**src/lphs_pkg.sv**
```systemverilog
// Package for the linear probing hash set: payload structs, operation codes,
// controller states, command and status bundles and the key mixing constants.
// Used by every module of the block but lphs_ram; it depends on nothing.
package lphs_pkg;

  localparam int TABLE_SLOTS_DEF = 1024;
  localparam int KEY_BITS_DEF    = 64;

  localparam int KEY_W         = 64;
  localparam int FUNC_W        = 2;
  localparam int ENTRY_COUNT_W = 10;

  localparam logic [FUNC_W-1:0] FUNC_INSERT = 2'd0;
  localparam logic [FUNC_W-1:0] FUNC_QUERY  = 2'd1;
  localparam logic [FUNC_W-1:0] FUNC_CLEAR  = 2'd2;

  // Finalizer constants of the 64-bit mixing function.
  localparam logic [63:0] MIX_C1    = 64'hff51afd7ed558ccd;
  localparam logic [63:0] MIX_C2    = 64'hc4ceb9fe1a85ec53;
  localparam int          MIX_SHIFT = 33;

  typedef struct packed {
    logic [FUNC_W-1:0] func;
    logic [KEY_W-1:0]  key;
  } in_item_t;

  typedef struct packed {
    logic                     hit;
    logic                     full_res;
    logic [ENTRY_COUNT_W-1:0] entry_count;
  } out_item_t;

  typedef enum logic [3:0] {
    ST_INIT,
    ST_IDLE,
    ST_DISPATCH,
    ST_HASH,
    ST_PRB_WAIT,
    ST_PRB_CMP,
    ST_CLR_RD,
    ST_CLR_WR,
    ST_RESP
  } ctrl_state_t;

  typedef struct packed {
    logic take;
    logic hash_start;
    logic pos_load;
    logic pos_inc;
    logic ins_write;
    logic init_wr;
    logic clr_wr;
    logic sweep_clr;
    logic sweep_inc;
    logic count_clear;
    logic set_hit;
    logic set_full;
    logic resp_load;
  } dp_cmd_t;

  typedef struct packed {
    logic              hash_done;
    logic              slot_valid;
    logic              key_match;
    logic              count_zero;
    logic              count_full;
    logic              init_last;
    logic              clr_last;
    logic              out_free;
    logic [FUNC_W-1:0] func;
  } dp_status_t;

endpackage

```
**src/lphs_ctrl.sv**
```systemverilog
// Controller state machine: reset sweep, hashing, probe walk, clear walk and
// result hand-off. Depends on lphs_pkg for states and command/status bundles.
module lphs_ctrl import lphs_pkg::*; (
  input  logic       clk,
  input  logic       rst_n,
  input  logic       in_valid,
  output logic       in_ready,
  input  dp_status_t sts,
  output dp_cmd_t    cmd
);

  ctrl_state_t state_r, state_nxt;

  always_ff @(posedge clk) begin
    if (!rst_n) begin
      state_r <= ST_INIT;
    end else begin
      state_r <= state_nxt;
    end
  end

  always_comb begin
    state_nxt = state_r;
    cmd       = '0;
    in_ready  = 1'b0;
    unique case (state_r)
      ST_INIT: begin
        cmd.init_wr = 1'b1;
        if (sts.init_last) begin
          state_nxt = ST_IDLE;
        end
      end
      ST_IDLE: begin
        in_ready = 1'b1;
        if (in_valid) begin
          cmd.take  = 1'b1;
          state_nxt = ST_DISPATCH;
        end
      end
      ST_DISPATCH: begin
        case (sts.func)
          FUNC_INSERT, FUNC_QUERY: begin
            cmd.hash_start = 1'b1;
            state_nxt      = ST_HASH;
          end
          FUNC_CLEAR: begin
            cmd.sweep_clr = 1'b1;
            state_nxt     = sts.count_zero ? ST_RESP : ST_CLR_RD;
          end
          default: begin
            state_nxt = ST_RESP;
          end
        endcase
      end
      ST_HASH: begin
        if (sts.hash_done) begin
          cmd.pos_load = 1'b1;
          state_nxt    = ST_PRB_WAIT;
        end
      end
      ST_PRB_WAIT: begin
        state_nxt = ST_PRB_CMP;
      end
      ST_PRB_CMP: begin
        if (!sts.slot_valid) begin
          // Empty slot ends the walk: the key is absent.
          if (sts.func == FUNC_INSERT) begin
            if (sts.count_full) begin
              cmd.set_full = 1'b1;
            end else begin
              cmd.ins_write = 1'b1;
              cmd.set_hit   = 1'b1;
            end
          end
          state_nxt = ST_RESP;
        end else if (sts.key_match) begin
          cmd.set_hit = (sts.func == FUNC_QUERY);
          state_nxt   = ST_RESP;
        end else begin
          cmd.pos_inc = 1'b1;
          state_nxt   = ST_PRB_WAIT;
        end
      end
      ST_CLR_RD: begin
        state_nxt = ST_CLR_WR;
      end
      ST_CLR_WR: begin
        cmd.clr_wr = 1'b1;
        if (sts.clr_last) begin
          cmd.count_clear = 1'b1;
          state_nxt       = ST_RESP;
        end else begin
          cmd.sweep_inc = 1'b1;
          state_nxt     = ST_CLR_RD;
        end
      end
      ST_RESP: begin
        if (sts.out_free) begin
          cmd.resp_load = 1'b1;
          state_nxt     = ST_IDLE;
        end
      end
      default: begin
        state_nxt = ST_IDLE;
      end
    endcase
  end

endmodule

```
**config.mk**
```make
export PLATFORM = sky130hd
export DESIGN_NAME = lphs_ctrl
export DESIGN_NICKNAME = d
export VERILOG_FILES = /design/src/lphs_pkg.sv /design/src/lphs_ctrl.sv
export SDC_FILE = /design/constraint.sdc
export NUM_CORES = 1
export LEC_CHECK = 0
export BUFFER_PORTS_ARGS = -buffer_cell sky130_fd_sc_hd__buf_4
export CORE_AREA = 2 2 39 41
export DETAILED_ROUTE_END_ITERATION = 8
export DIE_AREA = 0 0 41 43
export PLACE_DENSITY = 0.66
export SYNTH_ARGS = -nofsm -noshare
export SYNTH_HDL_FRONTEND = slang
export SYNTH_SLANG_ARGS = --single-unit
```
**constraint.sdc**
```tcl
create_clock -name clk -period 1.7 [get_ports clk]
set_input_delay 0 -clock clk [delete_from_list [all_inputs] [get_ports clk]]
set_output_delay 0 -clock clk [all_outputs]
set_load 0.05 [all_outputs]
```
## Word level (Yosys, flattened, before mapping)

Cells that the tools add are included.
Widths: inputs -> output; s select.

- Multiplexer cells: 38
- Shift operators: 0
- Reduce and logical (&&, ||, !) cells: 4
- Multiply operators: 0
- $lt $le $gt $ge: 0
- Bitwise operators: 0
- Divide/modulo/power cells: 0
- Add/sub/neg operators: 0
- Equal/unequal tests: 14

Operator list:

| cell | number |
|---|---|
| $pmux 4 s9 | 1 |
| $mux 4 | 8 |
| $mux 1 | 24 |
| $eq 4x3->1 const B | 4 |
| $eq 4x2->1 const B | 2 |
| $mux 2 | 4 |
| $ne 2x2->1 const B | 4 |
| $pmux 4 s2 | 1 |
| $eq 4x1->1 const B | 1 |
| $eq 4x4->1 const B | 1 |
| $logic_not 4->1 | 1 |
| $reduce_and 4->1 | 1 |
| $eq 2x1->1 const B | 1 |
| $eq 2x2->1 const B | 1 |
| $logic_not 2->1 | 1 |
| $reduce_or 2->1 | 1 |

- Word-level logic and storage cells: 57
- ROM bits: 0
- Output and inout port bits: 14
- Memories kept: 0
- Input port bits: 13
- Latch bits: 0
- Memory bits (writable): 0
- Register bits: 4

## Longest topological paths before layout

Gate-level depths: netlist of the first run.

- Word-level depth: 4
- Mapped depth: 5
- Mapped depth without buffers: 4

## Worst setup path before layout of the first run

OpenSTA, ideal clock, no wires.

- Path kind: reg2out
- Start: reg state_r[1]
- End: out cmd[8] in the netlist's numbering
- Arrival time: 2.345 ns
- Buffers on the path: 1
- Slack: -0.645 ns
- Required time: 1.700 ns
- Stages on the path, launching flop included: 5
- Cell sequence: dfxtp_1 buf_4 nor2_1 nand3_1 nor4b_1

RTL lines:

| element | RTL line | RTL |
|---|---|---|
| start, declared | lphs_ctrl.sv:12 | `ctrl_state_t state_r, state_nxt;` |
| start signal, assigned | lphs_ctrl.sv:18 | `state_r <= state_nxt;` |
| end, declared | lphs_ctrl.sv:9 | `output dp_cmd_t cmd` |

==> results.md, run 1 <==
* Register area share after synthesis at 17.3%
* Synth top area cells: dfxtp_1 17%, nor2_1 5.7%, nor2b_1 5.4%
* Met3 wire length at 92 um
* Initial Util at 33.5%
* Final hold vios at 0
* Routed WL per cell at about 12 um
* Max reg flops at 4
* Outcome: finished clean
* CTS max path bufs at 2
* Die Ht at between 40 and 50 um
* Crit path launch type: flop
* Most common cell in the netlist: nor2_1
* RSZ-0062 raised after global routing: false
* Final Slew Violations at 0
* Clock skew at 0.00622 ns
* Antenna diodes at 0
* Hold crit path type: in -> reg
* Post-DRT Antenna Nets at 0
* Port Buffers at 26
* Area Growth Syn to Fin at 53.0%
* CP Capture Type: primary output
* WP data required at 1.70 ns
* Yosys top cell by area: dfxtp_1
* Drt first pass iters at 4
* Met1 WL at around 490 um
* Hold_buf cts at 0
* Top Registers: state_r (4)
* Largest net degree at the start of global routing at 15
* Fin Setup TNS at 0 ns
* CTS tree: done
* Aggregate routed wire length at approximately 1.3 mm
* Fin crit share at 97.1%
* Number of flops mapped to enable cells by yosys at 0
* Initial antenna violation count at 0
* Yosys top cell area share at 17.3%
* CTS Root Cell: clkbuf_4
* Leakage Power at ~0.32 nW
* Max Fanout on Critical Path at 12
* Vias in the first global route at 477
* Worst-margin pin slew at slightly above 0.4 ns
* Fraction of layout cells with a size suffix above 1 at between 50% and 60%
* Post-route DRC violation count at 0
* NumNets Final at 102
* Via-to-Cell Ratio at 5.38
* Clock sinks at 4
* Top post-synthesis cells by count: 7 x nor2_1, 4 x dfxtp_1, 4 x nand2_1, 4 x nor2b_1, 4 x nor3_1
* CP max-delay cell: or4b_4
* Total Die Area at ~1800 sq um
* Design Power at 0.345 mW
* CP Cell Sequence: or4b_4, nor3_4, buf_4
* Final min period at 1.65 ns
* WL met2 at 634 um
* FMAX at 0.606 GHz
* MaxCap Viol Count at 0
* I/O Pins at 27
* First-pass GRT wire length at roughly 2 mm
* Top FF cell, synth: dfxtp_1
* CTS Buf Count at 3
* Slew margin rel. at 72.5%
* Worst-Skew Late Latency at between 0.2 and 0.3 ns
* CP peak stage delay at 0.61 ns
* Max IR drop VDD at 256 uV
* Power per cell area at 487 nW/um^2
* Placer Congestion at 0.777
* H-tree depth at 1
* Largest Register: state_r
* Yosys warns at 0
* Clk pin slew, worst setup/hold paths at approximately 0.040 ns
* Max Used Layer: met4
* HPWL Detailed at 981 um
* GRT Resource Usage Total at approximately 17%
* Arr. time, crit path at 1.65 ns
* Post-Syn Instances at 60
* Synthesized Nets at 73
* Die X at 41 um
* Mean post-synth cell area at 7.72 sq um
* Iter 0 DRT Violations at 2
* Core outline area at 1380 sq um
* Synth Cell Area at roughly 460 sq um
* Critical path class: reg -> out
* FP Rows at 14
* Seq cells post-synth at 4
* Via Count at 554
* Synth cell types at 35
* Fraction of registers with async set/reset at 0%
* Final setup fails at 0
* GRT overflow at 0
placed cells by master (no fill, tap or decap), types with 2 or more instances in the layout:
cell,n
nor2b_1,3
nor3_1,3
inv_1,2
clkbuf_4,3
nor2_1,7
a21oi_1,3
nand2b_1,2
dfxtp_1,3
nand2_1,4
buf_4,28
and3_1,3
final timing paths:
| check | from | end | slack, ns | cells past startpoint |
|---|---|---|---|---|
| setup / recovery | state_r[0] | cmd[5] | 0.05 | 3 |
| hold / removal | rst_n | state_r[3] | 0.005 | 2 |
| setup reg to reg | state_r[0] | state_r[2] | 0.23 | 4 |
| hold reg to reg | state_r[2] | state_r[2] | 0.69 | 2 |
what timing repair did:
item	4_1_cts	5_1_grt
gates resized for setup	0	2
buffers inserted	0	1
setup endpoints to repair	0	3
cell type report:
cell class	instances	area, sq um
timing repair buffer	28	210
inverter	2	7.51
multi-input combinational	50	367
clock buffer	3	22.5
fill	146	676
tap	16	20.0
sequential	4	81.3
kinds of logic after synthesis:
family                 share of synthesized area (%)
buffers and inverters                           9.19
DFF                                             17.3
AOI/OAI and AO/OA                               23.2
and+or+nand+nor                                 48.1
muxes                                           2.16
per-stage QoR:
stage	cell area (sq um)	utilization (%)	hold slack (ns)	worst slack, ns	cells
after floorplan	484	-	0.0664	0.0224	60
after global placement	672	48.6	0.248	0.204	99
after detailed placement	672	48.6	0.258	0.202	99
after CTS	694	50.2	0.00486	0.00167	102
after global routing	708	51.2	0.0191	0.00358	103
final	708	51.2	0.00514	0.0487	103
critical path, delay by kind of cell (launching register included):
family                 cells  cell delay, ns
flip-flops                 1            0.42
buffers and inverters      1            0.22
AND/OR/NAND/NOR            2            0.77
report_power, final:
part,switching (mW),internal [mW]
logic,0.0624,0.0492
registers,0.00936,0.0975
clock network,0.0467,0.0795
total,0.118,0.226
per-layer routing:
layer | track usage (%) | up-vias
li1 | - | 277
met4 | 12.0 | 0
met1 | 20.9 | 252
met3 | 5.24 | 4
met2 | 24.4 | 21
met5 | 0 | -
No activity file was read; power rests on OpenSTA's default activity.
==> run 2, diff against run 1 <==
Settings changed: CTS_CLUSTER_DIAMETER from default to 120, SETUP_SLACK_MARGIN from default to 0.1.
==> run 2 against run 1 <==
Against the previous run: combinational power grew 14%; cell count grew 3.9%; largest power group is now combinational logic; final area grew 6.9%; via count grew 5.1%; register-to-register slack lost 0.07 ns; non-clock buffer count grew 4; first-iteration DRC count grew to 7.0 times the previous value; sequential cell count is the same; critical path depth is the same; die area is the same; count of clock-buffer cells in the layout is the same; clock skew is essentially flat.
==> results.md, run 2 (same netlist as run 1, synthesis figures left out) <==
* Crit path launch type: flop (unchanged)
* GRT Resource Usage Total at 15.4% (was 17.2%)
* Final setup fails at 0 (unchanged)
* Antenna diodes at 0 (unchanged)
* Hold Crit Depth at 3 (was 2)
* Outcome: finished clean (unchanged)
* Die Ht at 43 um (unchanged)
* Core outline area at 1380 sq um (unchanged)
* Fin Setup TNS at 0 ns (unchanged)
* Met3 global-route usage at 1.57% (was 5.24%)
* Die X at 41 um (unchanged)
* Arr. time, crit path at 1.58 ns (was 1.65 ns)
* Initial antenna violation count at 0 (unchanged)
* Post-route DRC violation count at 0 (unchanged)
* Leakage Power at 0.345 nW (was 0.321 nW)
* Worst-margin pin slew at 0.326 ns (was 0.412 ns)
* GRT overflow at 0 (unchanged)
* Max IR drop VDD at 192 uV (was 256 uV)
* First-pass GRT wire length at 1.89 mm (was 2.00 mm)
* Initial Util at 33.5% (unchanged)
* Vias in the first global route at 454 (was 477)
* Placer Congestion at 0.839 (was 0.777)
* CP max-delay cell: or4b_4 (unchanged)
* Fillers at 133 (was 146)
* Post-DRT Antenna Nets at 0 (unchanged)
* Drt first pass iters at 4 (unchanged)
* CP peak stage delay at 0.58 ns (was 0.61 ns)
* RR Startpoint: state_r[3] (was state_r[0])
* Largest net degree at the start of global routing at 15 (unchanged)
* Met1 usage at 20.8% (was 20.9%)
* RR Endpoint: state_r[2] (unchanged)
* Clock skew at 0.00670 ns (was 0.00622 ns)
* Critical path class: reg -> out (unchanged)
* Clock sinks at 4 (unchanged)
* RSZ-0062 raised after global routing: true (was false)
* Global route hottest layer: met2 (unchanged)
* FP Rows at 14 (unchanged)
* HPWL Detailed at 1.01 mm (was 981 um)
* CTS Buf Count at 3 (unchanged)
* Max Fanout on Critical Path at 6 (was 12)
* MaxCap Viol Count at 0 (unchanged)
* NumNets Final at 106 (was 102)
* CP Capture Type: primary output (unchanged)
* Design area at 757 sq um (was 708 sq um)
* Power per cell area at 474 nW/um^2 (was 487 nW/um^2)
* Top Registers: state_r (4) (unchanged)
* Via Count at 582 (was 554)
* CTS tree: done (unchanged)
* Routed WL per cell at 13.2 um (was 12.3 um)
* Via-to-Cell Ratio at 5.44 (was 5.38)
* Total Die Area at 1760 sq um (unchanged)
* WP data required at 1.70 ns (about the same)
* Final Slew Violations at 0 (unchanged)
* Area after DPL at 678 sq um (was 672 sq um)
* Worst-Skew Late Latency at 0.24 ns (was 0.25 ns)
* Slew margin rel. at 78.1% (was 72.5%)
* Fin crit share at 93.0% (was 97.1%)
* WHS at 0.0507 ns (was 0.00514 ns)
* Final hold vios at 0 (unchanged)
* H-tree depth at 1 (unchanged)
* WHS Endpoint: state_r[1] (was state_r[3])
* Area Growth Syn to Fin at 63.5% (was 53.0%)
* Clk pin slew, worst setup/hold paths at 0.05 ns (was 0.04 ns)
* CTS Root Cell: clkbuf_4 (unchanged)
* FMAX at 0.633 GHz (was 0.606 GHz)
* Most frequent cells in the layout: 29 x buf_4, 7 x nor2_1, 4 x nand2_1 (was 28 x buf_4, 7 x nor2_1, 4 x nand2_1)
* Commonest non-fill, non-tap cell in the layout: buf_4 (unchanged)
* Worst R2R Setup Slack at 0.16 ns (was 0.23 ns)
* I/O Pins at 27 (unchanged)
* Port Buffers at 26 (unchanged)
* Hold crit path type: in -> reg (unchanged)
* CTS max path bufs at 2 (unchanged)
* Crit path buf inv count at 1 (unchanged)
* Design Power at 0.358 mW (was 0.345 mW)
* Aggregate routed wire length at 1.42 mm (was 1.27 mm)
* CP Cell Sequence: or4b_4, nor3_4, buf_6 (was or4b_4, nor3_4, buf_4)
* Reg2Reg Depth at 5 (was 4)
* Fraction of layout cells with a size suffix above 1 at 58.2% (was 52.9%)
* Hold path startpoint: sts[9] (was rst_n)
* Global-route met2 utilization at 24.1% (was 24.4%)
* Iter 0 DRT Violations at 14 (was 2)
* Max reg flops at 4 (unchanged)
* Final min period at 1.58 ns (was 1.65 ns)
* Largest Register: state_r (unchanged)
* Top delay family on crit path: simple AND/OR/NAND/NOR gates (unchanged)
-- run 2: cell type report --
cell class / instances / area, sq um / share of cell area [%]
inverters: 2 / 7.51 / 0.992
clock buffers: 3 / 22.5 / 2.98
multi-input cells: 50 / 373 / 49.3
repair buffers: 32 / 244 / 32.2
flip-flops and latches: 4 / 90.1 / 11.9
well taps: 16 / 20.0 / 2.64
-- run 2: through the flow --
stage | instances | util, % | setup WS (ns)
floorplan | 60 | - | 0.0224
global placement | 99 | 49.0 | 0.174
detailed placement | 99 | 49.0 | 0.179
CTS | 103 | 52.3 | 0.0969
global route | 107 | 54.7 | 0.0682
finish | 107 | 54.7 | 0.119
-- run 2: power by group --
group          internal, mW  leakage (nW)  total [mW]  switching [mW]
Combinational        0.0568         0.296       0.128          0.0711
Clock                0.0796        0.0138       0.128          0.0483
Sequential           0.0962        0.0349       0.103         0.00630
-- run 2: worst max-delay path by stage --
| stage | to | cells after the start | from |
|---|---|---|---|
| 6_report | cmd[5] | 3 | state_r[3] |
| 5_1_grt | cmd[5] | 3 | state_r[3] |
| 4_1_cts | cmd[5] | 3 | state_r[3] |
| 3_5_place_dp | state_r[2] | 4 | state_r[2] |
| 3_3_place_gp | state_r[1] | 4 | state_r[2] |
| 2_1_floorplan | cmd[8] | 4 | state_r[1] |
-- run 2: worst min-delay path, stage by stage --
cell      delay [ns]
buf_4           0.09
nand4b_1        0.10
o21ai_1         0.06
-- run 2: what timing repair did --
item / 4_1_cts / 5_1_grt
buffers inserted: 0 / 4
hold buffers: 1 / 0
setup endpoints to repair: 4 / 4
pin swaps: 0 / 2
gates resized for setup: 5 / 3
hold endpoints to repair: 1 / 0
-- run 2: routing by layer --
metal  vias to the layer above  wire [um]
li1                        291          -
met1                       263        575
met2                        28        732
met3                         0        108
met4                         0          0
met5                         -          0
==> run 3, diff against run 2 <==
Settings changed: CTS_BUF_LIST from default to sky130_fd_sc_hd__clkbuf_2.
==> run 3 against run 2 <==
Against the previous run: first-iteration DRC count down 43%; die area unchanged; highest routed layer is now met4; clock power down 24%; sequential cell count unchanged.
==> results.md, run 3 (same netlist as run 1, synthesis figures left out) <==
* CTS Buf Count at 3 (unchanged)
* RSZ-0062 raised after global routing: true (unchanged)
* Fin Setup TNS at 0 ns (unchanged)
* Die Ht at 43 um (unchanged)
* Final Slew Violations at 0 (unchanged)
* Placer Congestion at 0.839 (unchanged)
* Total Die Area at 1760 sq um (unchanged)
* Clk pin slew, worst setup/hold paths at 0.06 ns (was 0.05 ns)
* RR Endpoint: state_r[2] (unchanged)
* Top Registers: state_r (4) (unchanged)
* Commonest non-fill, non-tap cell in the layout: buf_4 (unchanged)
* Final setup fails at 0 (unchanged)
* WP data required at 1.70 ns (about the same)
* Fraction of layout cells with a size suffix above 1 at 55.8% (was 58.2%)
* Port Buffers at 26 (unchanged)
* MaxCap Viol Count at 0 (unchanged)
* Combinational power share at 35.9% (was 35.7%)
* Iter 0 DRT Violations at 8 (was 14)
* NumNets Final at 101 (was 106)
* Largest Register: state_r (unchanged)
* Outcome: finished clean (unchanged)
* Antenna diodes at 0 (unchanged)
* Reg2Reg Depth at 4 (was 5)
* Design area at 702 sq um (was 757 sq um)
* Final hold vios at 0 (unchanged)
* CTS tree: done (unchanged)
* CTS max path bufs at 2 (unchanged)
* FF+latch area at 85.1 sq um (was 90.1 sq um)
* Crit path from: state_r[2] (was state_r[3])
* # Post-CTS Setup Buffers at 0 (unchanged)
* WHS at 0.0168 ns (was 0.0507 ns)
* CTS Root Cell: clkbuf_2 (was clkbuf_4)
* FMAX at 0.637 GHz (was 0.633 GHz)
* Post-DRT Antenna Nets at 0 (unchanged)
* Fillers at 141 (was 133)
* I/O Pins at 27 (unchanged)
* GRT overflow at 0 (unchanged)
* RR Startpoint: state_r[2] (was state_r[3])
* First-pass GRT wire length at 1.89 mm (unchanged)
* Switch share at 38.9% (was 35.1%)
* Worst R2R Setup Slack at 0.27 ns (was 0.16 ns)
* Vias in the first global route at 459 (was 454)
* Pre-CTS setup slack at 0.179 ns (unchanged)
* Sequential Power Share at 33.7% (was 28.6%)
* Arr. time, crit path at 1.57 ns (was 1.58 ns)
* Final WS setup at 0.129 ns (was 0.119 ns)
* Max reg flops at 4 (unchanged)
* Max Fanout on Critical Path at 14 (was 6)
* Die X at 41 um (unchanged)
* Drt first pass iters at 4 (unchanged)
* Routed WL per cell at 13.1 um (was 13.2 um)
* Area Growth Syn to Fin at 51.6% (was 63.5%)
* Clock skew at 0.00614 ns (was 0.00670 ns)
* Via Count at 542 (was 582)
* Critical path class: reg -> out (unchanged)
* Post-route DRC violation count at 0 (unchanged)
* Aggregate routed wire length at 1.34 mm (was 1.42 mm)
* Multi-input gate area at 368 sq um (was 373 sq um)
* Hold_buf cts at 0 (was 1)
* Max IR drop VDD at 173 uV (was 192 uV)
* Hold crit path type: in -> reg (unchanged)
* Internal power at 0.195 mW (was 0.233 mW)
* Power per cell area at 454 nW/um^2 (was 474 nW/um^2)
* Leakage Power at 0.317 nW (was 0.345 nW)
* FP Rows at 14 (unchanged)
* WHS Endpoint: state_r[3] (was state_r[1])
* Clock power share at 30.4% (was 35.7%)
* Initial antenna violation count at 0 (unchanged)
* Via-to-Cell Ratio at 5.31 (was 5.44)
* HPWL Detailed at 1.01 mm (unchanged)
* Switching power at 0.124 mW (was 0.126 mW)
* Hold Crit Depth at 2 (was 3)
* Core outline area at 1380 sq um (unchanged)
* Hold path startpoint: rst_n (was sts[9])
* Worst-margin pin slew at 0.315 ns (was 0.326 ns)
* Crit path launch type: flop (unchanged)
* Most frequent cells in the layout: 26 x buf_4, 7 x nor2_1, 4 x nand2_1, 4 x dfxtp_2 (was 29 x buf_4, 7 x nor2_1, 4 x nand2_1)
* Initial Util at 33.5% (unchanged)
* Worst-Skew Late Latency at 0.23 ns (was 0.24 ns)
* Slew margin rel. at 78.8% (was 78.1%)
* Fin crit share at 92.4% (was 93.0%)
* H-tree depth at 1 (unchanged)
* Area after DPL at 678 sq um (unchanged)
* Final min period at 1.57 ns (was 1.58 ns)
* GRT Resource Usage Total at 15.6% (was 15.4%)
* CP Capture Type: primary output (unchanged)
* Clock sinks at 4 (unchanged)
* Largest net degree at the start of global routing at 15 (unchanged)
==> run 3: how the worst max path moves through the flow <==
stage                            end  cells past startpoint
after global routing          cmd[5]                      3
after global placement    state_r[1]                      4
after detailed placement  state_r[2]                      4
after floorplan               cmd[8]                      4
final                         cmd[5]                      3
after CTS                     cmd[5]                      3
==> run 3: layout make-up <==
cell class                      count  share of cell area, %
Multi-Input combinational cell     50                   52.4
Timing Repair Buffer               27                   29.4
Sequential cell                     4                   12.1
Tap cell                           16                   2.85
Clock buffer                        3                   2.14
Inverter                            2                   1.07
==> run 3: routing by layer <==
| layer | vias up | part of all wire (%) | global-route usage (%) |
|---|---|---|---|
| met5 | - | 0 | 0 |
| met4 | 0 | 1.4 | 8.00 |
| met3 | 3 | 6.8 | 1.57 |
| met2 | 23 | 49 | 23.8 |
| met1 | 238 | 42 | 20.8 |
| li1 | 278 | - | - |
==> run 3: repair_timing <==
action / CTS / global route
gates resized for setup: 4 / 1
endpoints found under the setup margin: 4 / 3
gates cloned: 0 / 0
==> run 3: power groups by stage <==
| stage | Combinational (mW) | Sequential (mW) | Clock, mW |
|---|---|---|---|
| floorplan | 0.0730 | 0.101 | 0 |
| global placement | 0.114 | 0.108 | 0 |
| detailed placement | 0.113 | 0.108 | 0 |
| CTS | 0.115 | 0.107 | 0.0980 |
| global route | 0.121 | 0.108 | 0.0984 |
| finish | 0.114 | 0.107 | 0.0969 |
==> run 3: per-stage QoR <==
step           cells  util [%]  power [mW]
3_3_place_gp      99      49.0       0.222
3_5_place_dp      99      49.0       0.221
2_1_floorplan     60         -       0.174
5_1_grt          102      50.7       0.328
4_1_cts          102      50.5       0.320
6_report         102      50.7       0.319
==> run 3: worst max-delay path, stage by stage, from the launching register on <==
cell and delay (ns):
dfxtp_2 0.39, or4b_4 0.60, nor3_4 0.17, buf_6 0.19
